## config.mk

```make
export PLATFORM = sky130hd
export DESIGN_NAME = pi_speed_controller_flat
export DESIGN_NICKNAME = d
export VERILOG_FILES = /design/src/sv/pisc_pkg.sv /design/src/sv/pisc_if.sv /design/src/sv/pisc_mul.sv /design/src/sv/pisc_div.sv /design/src/sv/pi_speed_controller.sv /design/src/flat_wrapper.sv
export SDC_FILE = /design/constraint.sdc
export NUM_CORES = 2
export LEC_CHECK = 0
export BUFFER_PORTS_ARGS = -buffer_cell sky130_fd_sc_hd__buf_4
export CAP_MARGIN = 30
export CELL_PAD_IN_SITES_DETAIL_PLACEMENT = 1
export CELL_PAD_IN_SITES_GLOBAL_PLACEMENT = 1
export CORE_MARGIN = 2
export CORE_UTILIZATION = 55
export DETAILED_ROUTE_END_ITERATION = 6
export MAX_ROUTING_LAYER = met4
export PLACE_DENSITY_LB_ADDON = 0.25
export SYNTH_ARGS = -nofsm -noshare
export SYNTH_HDL_FRONTEND = slang
export SYNTH_SLANG_ARGS = --single-unit
```

## constraint.sdc

```tcl
create_clock -name clk -period 26.9 [get_ports clk]
set_clock_uncertainty 0.1 [all_clocks]
set_input_delay 0 -clock clk [delete_from_list [all_inputs] [get_ports clk]]
set_output_delay 0 -clock clk [all_outputs]
set_load 0.02 [all_outputs]
```

## src/sv/pisc_pkg.sv

```systemverilog
// Shared types and constants of the PI speed controller.
package pisc_pkg;

	localparam int unsigned DATA_W    = 32;
	localparam int unsigned ERR_W     = DATA_W + 1;
	localparam int unsigned GAIN_W    = 24;
	localparam int unsigned UPPER_W   = 31;
	localparam int unsigned ACC_W     = 64;
	localparam int unsigned STATUS_W  = 2;
	localparam int unsigned CFG_IDX_W = 2;

	localparam int unsigned MUL_A_W = ERR_W;
	localparam int unsigned MUL_B_W = DATA_W;
	localparam int unsigned MUL_P_W = MUL_A_W + MUL_B_W;

	localparam int unsigned A_W    = GAIN_W + DATA_W;
	localparam int unsigned A_HI_W = A_W - DATA_W;
	localparam int unsigned PROD_W = A_W + DATA_W;

	localparam int unsigned DIVISOR        = 1000;
	localparam int unsigned DIV_REM_W      = 10;
	localparam int unsigned DIV_RADIX_BITS = 4;
	localparam int unsigned DIV_STEPS      = PROD_W / DIV_RADIX_BITS;
	localparam int unsigned DIV_CNT_W      = $clog2(DIV_STEPS + 1);

	localparam int unsigned INC_CAP_BIT = 62;

	localparam logic [GAIN_W-1:0]  PROP_GAIN_RST  = GAIN_W'(300000);
	localparam logic [GAIN_W-1:0]  INTEG_GAIN_RST = GAIN_W'(400000);
	localparam logic [UPPER_W-1:0] UPPER_RST      = UPPER_W'(1073741823);
	localparam logic [DATA_W-1:0]  LOWER_RST      = 32'hC000_0000;

	localparam logic REQ_SAMPLE = 1'b0;
	localparam logic REQ_REARM  = 1'b1;

	typedef enum logic [CFG_IDX_W-1:0] {
		CFG_PROP_GAIN,
		CFG_INTEG_GAIN,
		CFG_UPPER_LIMIT,
		CFG_LOWER_LIMIT
	} cfg_idx_t;

	typedef enum logic [STATUS_W-1:0] {
		STATUS_COMPUTED,
		STATUS_FIRST,
		STATUS_ZERO_DT
	} status_t;

	typedef enum logic [3:0] {
		S_IDLE,
		S_MUL_P,
		S_MUL_A,
		S_MUL_LO,
		S_MUL_HI,
		S_SUM,
		S_DIV_START,
		S_DIV_WAIT,
		S_ACC,
		S_ADD,
		S_CLAMP,
		S_OUT
	} pisc_state_t;

	typedef struct packed {
		logic              start;
		logic [PROD_W-1:0] dividend;
	} div_req_t;

	typedef struct packed {
		logic              done;
		logic [PROD_W-1:0] quot;
	} div_rsp_t;

endpackage

```

## src/sv/pisc_if.sv

```systemverilog
// Valid/ready channels for sample and result transactions.
interface pisc_sample_if import pisc_pkg::*; ();
	logic              valid;
	logic              ready;
	logic              req_type;
	logic [DATA_W-1:0] reference;
	logic [DATA_W-1:0] measurement;
	logic [DATA_W-1:0] time_ms;

	modport source (output valid, req_type, reference, measurement, time_ms, input ready);
	modport sink   (input valid, req_type, reference, measurement, time_ms, output ready);
endinterface

interface pisc_result_if import pisc_pkg::*; ();
	logic                valid;
	logic                ready;
	logic [DATA_W-1:0]   control_out;
	logic [STATUS_W-1:0] status;

	modport source (output valid, control_out, status, input ready);
	modport sink   (input valid, control_out, status, output ready);
endinterface

```

## src/sv/pisc_mul.sv

```systemverilog
// Shared registered 33x32 unsigned multiplier.
module pisc_mul import pisc_pkg::*; (
	input  logic               clk,
	input  logic [MUL_A_W-1:0] op_a,
	input  logic [MUL_B_W-1:0] op_b,
	output logic [MUL_P_W-1:0] prod
);

	logic [MUL_P_W-1:0] prod_q;

	always_ff @(posedge clk) begin
		prod_q <= MUL_P_W'(op_a) * MUL_P_W'(op_b);
	end

	assign prod = prod_q;

endmodule

```

## src/sv/pisc_div.sv

```systemverilog
// Iterative divide by 1000, four quotient bits per cycle.
module pisc_div import pisc_pkg::*; (
	input  logic     clk,
	input  logic     arst_n,
	input  div_req_t req,
	output div_rsp_t rsp
);

	localparam logic [DIV_REM_W:0] DIV_D = (DIV_REM_W + 1)'(DIVISOR);

	logic [PROD_W-1:0]    work_q, work_d, w;
	logic [DIV_REM_W-1:0] rem_q, rem_d, r;
	logic [DIV_REM_W:0]   t;
	logic [DIV_CNT_W-1:0] cnt_q;
	logic                 busy_q, done_q;

	always_comb begin
		r = rem_q;
		w = work_q;
		t = '0;
		for (int i = 0; i < DIV_RADIX_BITS; i++) begin
			t = {r, w[PROD_W-1]};
			w = {w[PROD_W-2:0], 1'b0};
			if (t >= DIV_D) begin
				t    = t - DIV_D;
				w[0] = 1'b1;
			end
			r = t[DIV_REM_W-1:0];
		end
		work_d = w;
		rem_d  = r;
	end

	always_ff @(posedge clk or negedge arst_n) begin
		if (!arst_n) begin
			busy_q <= 1'b0;
			done_q <= 1'b0;
			cnt_q  <= '0;
		end else begin
			done_q <= busy_q && (cnt_q == DIV_CNT_W'(1));
			if (req.start) begin
				busy_q <= 1'b1;
				cnt_q  <= DIV_CNT_W'(DIV_STEPS);
			end else if (busy_q) begin
				cnt_q <= cnt_q - DIV_CNT_W'(1);
				if (cnt_q == DIV_CNT_W'(1))
					busy_q <= 1'b0;
			end
		end
	end

	always_ff @(posedge clk) begin
		if (req.start) begin
			work_q <= req.dividend;
			rem_q  <= '0;
		end else if (busy_q) begin
			work_q <= work_d;
			rem_q  <= rem_d;
		end
	end

	assign rsp.done = done_q;
	assign rsp.quot = work_q;

endmodule

```

## src/sv/pi_speed_controller.sv

```systemverilog
// PI speed controller top level: sequencer, state and configuration registers.
// A control sample runs, from acceptance until the block is ready again,
// through four passes of the shared 33x32 multiplier (proportional term,
// integral gain times error, two halves of the elapsed-time product), an 88-bit
// accumulate, a divide by 1000 at four quotient bits per cycle, then
// integrator update, sum, clamp and hand-off to the output register. A first
// sample or a zero-elapsed sample goes straight to the output hand-off; a re-arm
// gives no result. The block takes one sample at a time; the output register lets the
// next sample enter while a result still waits.
module pi_speed_controller import pisc_pkg::*; (
	input  logic                 clk,
	input  logic                 arst_n,
	pisc_sample_if.sink          samples,
	pisc_result_if.source        results,
	input  logic                 cfg_wen,
	input  logic [CFG_IDX_W-1:0] cfg_index,
	input  logic [DATA_W-1:0]    cfg_data
);

	pisc_state_t state_q, state_d;

	logic [GAIN_W-1:0]  prop_gain_q, integ_gain_q;
	logic [UPPER_W-1:0] upper_q;
	logic [DATA_W-1:0]  lower_q;

	logic signed [ACC_W-1:0] integ_q, p_q, inc_q, sum_q;
	logic [DATA_W-1:0]       last_time_q, dt_q;
	logic                    awaiting_q;
	logic [ERR_W-1:0]        err_mag_q;
	logic                    err_neg_q;
	logic [A_HI_W-1:0]       a_hi_q;
	logic [PROD_W-1:0]       prod_q;

	logic [DATA_W-1:0]   res_ctrl_q, out_ctrl_q;
	logic [STATUS_W-1:0] res_status_q, out_status_q;
	logic                out_valid_q;

	logic [MUL_A_W-1:0] mul_a;
	logic [MUL_B_W-1:0] mul_b;
	logic [MUL_P_W-1:0] mul_prod;
	div_req_t           div_req;
	div_rsp_t           div_rsp;

	logic                    accept, out_free;
	logic [DATA_W-1:0]       dt_now;
	logic signed [ERR_W-1:0] err;
	logic [ACC_W-1:0]        p_mag;
	logic [ACC_W-1:0]        mag;
	logic signed [ACC_W-1:0] upper_ext, lower_ext;

	assign accept   = samples.valid && samples.ready;
	assign out_free = !out_valid_q || results.ready;
	assign dt_now   = samples.time_ms - last_time_q;
	assign err      = $signed({samples.reference[DATA_W-1], samples.reference})
	                - $signed({samples.measurement[DATA_W-1], samples.measurement});
	assign p_mag    = mul_prod[ACC_W-1:0];
	assign mag      = (|div_rsp.quot[PROD_W-1:INC_CAP_BIT])
	                ? (ACC_W'(1) << INC_CAP_BIT)
	                : ACC_W'(div_rsp.quot[INC_CAP_BIT-1:0]);
	assign upper_ext = $signed(ACC_W'(upper_q));
	assign lower_ext = $signed({{(ACC_W-DATA_W){lower_q[DATA_W-1]}}, lower_q});

	pisc_mul u_mul (
		.clk  (clk),
		.op_a (mul_a),
		.op_b (mul_b),
		.prod (mul_prod)
	);

	pisc_div u_div (
		.clk    (clk),
		.arst_n (arst_n),
		.req    (div_req),
		.rsp    (div_rsp)
	);

	always_ff @(posedge clk or negedge arst_n) begin
		if (!arst_n)
			state_q <= S_IDLE;
		else
			state_q <= state_d;
	end

	always_comb begin
		state_d          = state_q;
		samples.ready    = 1'b0;
		mul_a            = '0;
		mul_b            = '0;
		div_req.start    = 1'b0;
		div_req.dividend = prod_q;
		unique case (state_q)
			S_IDLE: begin
				samples.ready = 1'b1;
				if (samples.valid && samples.req_type == REQ_SAMPLE) begin
					if (awaiting_q || dt_now == '0)
						state_d = S_OUT;
					else
						state_d = S_MUL_P;
				end
			end
			S_MUL_P: begin
				mul_a   = err_mag_q;
				mul_b   = MUL_B_W'(prop_gain_q);
				state_d = S_MUL_A;
			end
			S_MUL_A: begin
				mul_a   = err_mag_q;
				mul_b   = MUL_B_W'(integ_gain_q);
				state_d = S_MUL_LO;
			end
			S_MUL_LO: begin
				mul_a   = MUL_A_W'(mul_prod[DATA_W-1:0]);
				mul_b   = dt_q;
				state_d = S_MUL_HI;
			end
			S_MUL_HI: begin
				mul_a   = MUL_A_W'(a_hi_q);
				mul_b   = dt_q;
				state_d = S_SUM;
			end
			S_SUM:       state_d = S_DIV_START;
			S_DIV_START: begin
				div_req.start = 1'b1;
				state_d       = S_DIV_WAIT;
			end
			S_DIV_WAIT: begin
				if (div_rsp.done)
					state_d = S_ACC;
			end
			S_ACC:   state_d = S_ADD;
			S_ADD:   state_d = S_CLAMP;
			S_CLAMP: state_d = S_OUT;
			S_OUT: begin
				if (out_free)
					state_d = S_IDLE;
			end
			default: state_d = S_IDLE;
		endcase
	end

	// configuration and controller state
	always_ff @(posedge clk or negedge arst_n) begin
		if (!arst_n) begin
			prop_gain_q  <= PROP_GAIN_RST;
			integ_gain_q <= INTEG_GAIN_RST;
			upper_q      <= UPPER_RST;
			lower_q      <= LOWER_RST;
			integ_q      <= '0;
			last_time_q  <= '0;
			awaiting_q   <= 1'b1;
			out_valid_q  <= 1'b0;
		end else begin
			if (cfg_wen) begin
				unique case (cfg_idx_t'(cfg_index))
					CFG_PROP_GAIN:   prop_gain_q  <= cfg_data[GAIN_W-1:0];
					CFG_INTEG_GAIN:  integ_gain_q <= cfg_data[GAIN_W-1:0];
					CFG_UPPER_LIMIT: upper_q      <= cfg_data[UPPER_W-1:0];
					CFG_LOWER_LIMIT: lower_q      <= cfg_data;
					default: ;
				endcase
			end

			if (accept) begin
				if (samples.req_type == REQ_REARM) begin
					integ_q     <= '0;
					last_time_q <= '0;
					awaiting_q  <= 1'b1;
				end else begin
					last_time_q <= samples.time_ms;
					if (awaiting_q) begin
						integ_q    <= '0;
						awaiting_q <= 1'b0;
					end
				end
			end

			if (state_q == S_ACC)
				integ_q <= integ_q + inc_q;

			if (state_q == S_CLAMP) begin
				if (sum_q > upper_ext)
					integ_q <= upper_ext - p_q;
				else if (sum_q < lower_ext)
					integ_q <= lower_ext - p_q;
			end

			if (state_q == S_OUT && out_free)
				out_valid_q <= 1'b1;
			else if (results.ready)
				out_valid_q <= 1'b0;
		end
	end

	// datapath
	always_ff @(posedge clk) begin
		if (accept) begin
			err_neg_q    <= err[ERR_W-1];
			err_mag_q    <= err[ERR_W-1] ? ERR_W'(-err) : ERR_W'(err);
			dt_q         <= dt_now;
			res_ctrl_q   <= '0;
			res_status_q <= awaiting_q ? STATUS_FIRST : STATUS_ZERO_DT;
		end
		unique case (state_q)
			S_MUL_A:  p_q    <= err_neg_q ? -$signed(p_mag) : $signed(p_mag);
			S_MUL_LO: a_hi_q <= mul_prod[A_W-1:DATA_W];
			S_MUL_HI: prod_q <= PROD_W'(mul_prod[2*DATA_W-1:0]);
			S_SUM:    prod_q <= prod_q + {mul_prod[PROD_W-DATA_W-1:0], {DATA_W{1'b0}}};
			S_DIV_WAIT: begin
				if (div_rsp.done)
					inc_q <= err_neg_q ? -$signed(mag) : $signed(mag);
			end
			S_ADD:    sum_q <= p_q + integ_q;
			S_CLAMP: begin
				res_status_q <= STATUS_COMPUTED;
				if (sum_q > upper_ext)
					res_ctrl_q <= upper_ext[DATA_W-1:0];
				else if (sum_q < lower_ext)
					res_ctrl_q <= lower_q;
				else
					res_ctrl_q <= sum_q[DATA_W-1:0];
			end
			S_OUT: begin
				if (out_free) begin
					out_ctrl_q   <= res_ctrl_q;
					out_status_q <= res_status_q;
				end
			end
			default: ;
		endcase
	end

	assign results.valid       = out_valid_q;
	assign results.control_out = out_ctrl_q;
	assign results.status      = out_status_q;

	a_div_done_in_wait: assert property (@(posedge clk) disable iff (!arst_n)
		div_rsp.done |-> state_q == S_DIV_WAIT)
		else $error("divider finished outside its wait state");

	a_rearm_sets_first: assert property (@(posedge clk) disable iff (!arst_n)
		(accept && samples.req_type == REQ_REARM) |=> (awaiting_q && integ_q == '0))
		else $error("re-arm did not clear the controller state");

	a_first_clears_integ: assert property (@(posedge clk) disable iff (!arst_n)
		(accept && samples.req_type == REQ_SAMPLE && awaiting_q)
		|=> (!awaiting_q && integ_q == '0 && state_q == S_OUT))
		else $error("first sample did not initialise the integrator");

	a_busy_not_ready: assert property (@(posedge clk) disable iff (!arst_n)
		(accept && samples.req_type == REQ_SAMPLE) |=> !samples.ready)
		else $error("sample transaction accepted while one is in progress");

endmodule

```

## src/flat_wrapper.sv

```systemverilog
// flat-port wrapper written by rule: the top's interface ports become plain ports
module pi_speed_controller_flat import pisc_pkg::*;
  (clk, arst_n, cfg_wen, cfg_index, cfg_data, samples_valid, samples_req_type, samples_reference, samples_measurement, samples_time_ms, samples_ready, results_valid, results_control_out, results_status, results_ready);
  pisc_sample_if samples_i ();
  pisc_result_if results_i ();
  input  logic clk;
  input  logic arst_n;
  input  logic cfg_wen;
  input  logic [CFG_IDX_W-1:0] cfg_index;
  input  logic [DATA_W-1:0] cfg_data;
  input wire logic [$bits(samples_i.valid)-1:0] samples_valid;
  input wire logic [$bits(samples_i.req_type)-1:0] samples_req_type;
  input wire logic [$bits(samples_i.reference)-1:0] samples_reference;
  input wire logic [$bits(samples_i.measurement)-1:0] samples_measurement;
  input wire logic [$bits(samples_i.time_ms)-1:0] samples_time_ms;
  output wire logic [$bits(samples_i.ready)-1:0] samples_ready;
  output wire logic [$bits(results_i.valid)-1:0] results_valid;
  output wire logic [$bits(results_i.control_out)-1:0] results_control_out;
  output wire logic [$bits(results_i.status)-1:0] results_status;
  input wire logic [$bits(results_i.ready)-1:0] results_ready;
  assign samples_i.valid = samples_valid;
  assign samples_i.req_type = samples_req_type;
  assign samples_i.reference = samples_reference;
  assign samples_i.measurement = samples_measurement;
  assign samples_i.time_ms = samples_time_ms;
  assign samples_ready = samples_i.ready;
  assign results_valid = results_i.valid;
  assign results_control_out = results_i.control_out;
  assign results_status = results_i.status;
  assign results_i.ready = results_ready;
  pi_speed_controller u_core (.clk(clk), .arst_n(arst_n), .samples(samples_i), .results(results_i), .cfg_wen(cfg_wen), .cfg_index(cfg_index), .cfg_data(cfg_data));
endmodule
```

==> metrics.csv <==
metric;value;unit
outcome;finished with violations;
failing checks;design-rule violations;
CP Data Arrival Time;12740;ps
number of CTS-inserted buffers;96;
kind of end point of the critical path;flip-flop;
Final Max Slew Viols;0;
#FFs+latches synth;820;
1st-iter DRT viols;9250;
I/O Buffers;171;
post-synthesis instance area;87500;sq um
Post-Route Setup TNS;0;ps
min Tclk post-route;12110;ps
antenna violations before repair;25;
share of layout cells above drive strength 1;0.0741;
worst setup margin;14790;ps
Filler Cell Count;17700;
root buffer cell;clkbuf_16;
Final HPWL DP;269000;um
Sink Count;820;
most common cell in the netlist;inv_1;
Worst Tran Pin Value;1150;ps
Avg Inst Size Synth;9.21;sq um
Startpoint Class;flip-flop;
final core utilization;0.615;
Area Growth Syn to Fin;11.2;%
CTS clk-pin slew, worst paths;60;ps
largest net degree at the start of global routing;106;
final instance area;97300;sq um
Site Rows;146;
Post-CTS Repair Setup Buffers;0;
All-Layer GR Usage;0.470;
worst-skew pair later-pin latency;820;ps
drt wl/cell;31.6;um
Die Area;162000;sq um
top-area cell type share of the netlist area;0.213;
Final ANT Viol Nets;0;
first-pass GRT wire length;551000;um
Achievable Freq;0.0826;GHz
Worst Hold Class;input pin to flip-flop;
worst slack, placed;15430;ps
crit-path max cell delay;930;ps
nets;11500;
relative slew slack;0.231;
YS warnings;0;
Setup-failing EPs final;0;
RSZ-0062 raised after global routing;false;
DP Area;91200;sq um
WHS;1.02;ps
H-tree depth;3;
top cells by area, synth;fa_1 (21%), edfxtp_1 (18%), ha_1 (10%);
post-synthesis sequential area ratio;0.261;
GRT Residual Overflow;0;
I/O pin cnt;172;
peak supply drop;0.0000702;V
number of vias per cell;6.61;
worst setup path category;flip-flop to flip-flop;
slowest cell on the critical path;or2_2;
dpl cells;11500;
Post-synth EDFFs;524;
DR pass1 iterations;7;
CP required;27520;ps
Chip Height;403;um
Pwr per Cell Area;77.9;nW/um^2
Core Box Area;158000;sq um
Synth area leader;fa_1;
vias in the first global route;84700;
cell mode on critical path;fa_1;
Primary FF master, synth;edfxtp_1;
Vias;79000;
Total Routed Length;379000;um
Distinct cells, synth;89;
Initial Util;0.553;
Max Cap Violations;0;
ys async rst share;0.268;
Syn Inst Count;9502;
largest buffer count on any clock path;3;
crit-path max FO;45;
Die W;403;um
Final Cycle Share;0.450;
Final Hold Viols;0;
GP Congestion;0.995;
CTS tree;done;
most frequent cells after synthesis;inv_1 (1169), nand2_1 (1132), nor2_1 (992);
cell leakage power;44.8;nW
DRC viols;8;
Cell Count, Final, Fillers Out;12000;
power consumption;7.58;mW
[final cells by class]
cell class | instances | area (sq um) | share of cell area
clock inverters | 62 | 926 | 0.00951
flip-flops and latches | 820 | 22800 | 0.235
clock buffers | 120 | 2560 | 0.0263
diodes | 29 | 72.6 | 0.000746
well taps | 2072 | 2590 | 0.0266
inverters | 1170 | 4390 | 0.0452
repair buffers | 566 | 5000 | 0.0514
multi-input cells | 7124 | 58900 | 0.606
[metal layers]
layer,share of wire,routed length (um),track usage
met1,0.36,135000,0.548
met2,0.45,170000,0.717
met3,0.11,41200,0.119
met4,0.087,33000,0.319
met5,0,0,-
[flip-flops by register name, summed over array words and instances, names as in the netlist, 4 cells and up]
| name | count |
|---|---|
| u_core.upper_q | 31 |
| u_core.res_ctrl_q | 32 |
| u_core.u_div.cnt_q | 5 |
| u_core.u_mul.prod | 64 |
| u_core.u_div.rem_q | 10 |
| u_core.a_hi_q | 24 |
| u_core.sum_q | 64 |
| u_core.state_q | 4 |
| u_core.lower_q | 32 |
| u_core.prop_gain_q | 24 |
| u_core.u_div.work_q | 88 |
| u_core.integ_q | 64 |
| u_core.integ_gain_q | 24 |
| u_core.results.control_out | 32 |
| u_core.err_mag_q | 33 |
| u_core.last_time_q | 32 |
| u_core.prod_q | 88 |
| u_core.dt_q | 32 |
| u_core.p_q | 64 |
| u_core.inc_q | 64 |
[path summary, 6_finish.rpt]
path	startpoint	to	slack (ps)	cells past startpoint
min in group asynchronous	arst_n	u_core.upper_q[28]	310	3
min	samples_measurement[1]	u_core.err_mag_q[2]	1	5
max reg2reg	u_core.state_q[1]	u_core.u_mul.prod[59]	14790	33
max in group asynchronous	arst_n	u_core.integ_gain_q[12]	25110	6
min reg2reg	u_core.res_ctrl_q[20]	u_core.results.control_out[20]	320	0
max	u_core.state_q[1]	u_core.u_mul.prod[59]	14790	33
[cell families after synthesis]
| group | count (synthesis) | share of synthesized area |
|---|---|---|
| mux | 164 | 0.0205 |
| other cells | 2 | 0.0000858 |
| simple gates | 2978 | 0.151 |
| fa+ha+maj | 1631 | 0.313 |
| xor+xnor | 525 | 0.0526 |
| compound gates | 1819 | 0.135 |
| buf+inv | 1563 | 0.0673 |
| flops | 820 | 0.261 |
[repair_timing]
item                                   in CTS  in global routing
gates resized for setup                     0                  0
hold buffers                              235                  0
endpoints found under the hold margin     350                  0
[layout by cell type, fill, tap and decap left out, types with 97 or more instances in the layout]
| cell type | count |
|---|---|
| o21ai_0 | 378 |
| xor2_1 | 180 |
| edfxtp_1 | 524 |
| inv_1 | 1168 |
| buf_4 | 318 |
| ha_1 | 699 |
| nand2_1 | 1131 |
| clkbuf_16 | 97 |
| dlygate4sd3_1 | 234 |
| and2_1 | 102 |
| nand3_1 | 136 |
| a21oi_1 | 453 |
| fa_1 | 932 |
| a21o_1 | 302 |
| mux2_2 | 115 |
| xnor2_1 | 345 |
| dfrtp_1 | 173 |
| nor2_1 | 985 |
[power by group]
part | internal, mW | switching (mW) | leakage, nW
combinational | 1.34 | 2.58 | 34.7
clock | 0.845 | 0.683 | 1.66
sequential | 1.75 | 0.380 | 8.38
total | 3.93 | 3.65 | 44.8
[critical path, delay by kind of cell, from the launching register on]
| family | cells | cell delay, ps |
|---|---|---|
| simple gates | 8 | 2890 |
| xor+xnor | 1 | 130 |
| fa+ha+maj | 9 | 3940 |
| flops | 1 | 590 |
| buf+inv | 4 | 830 |
| compound gates | 11 | 3490 |
Power figures use the tool's default switching activity.
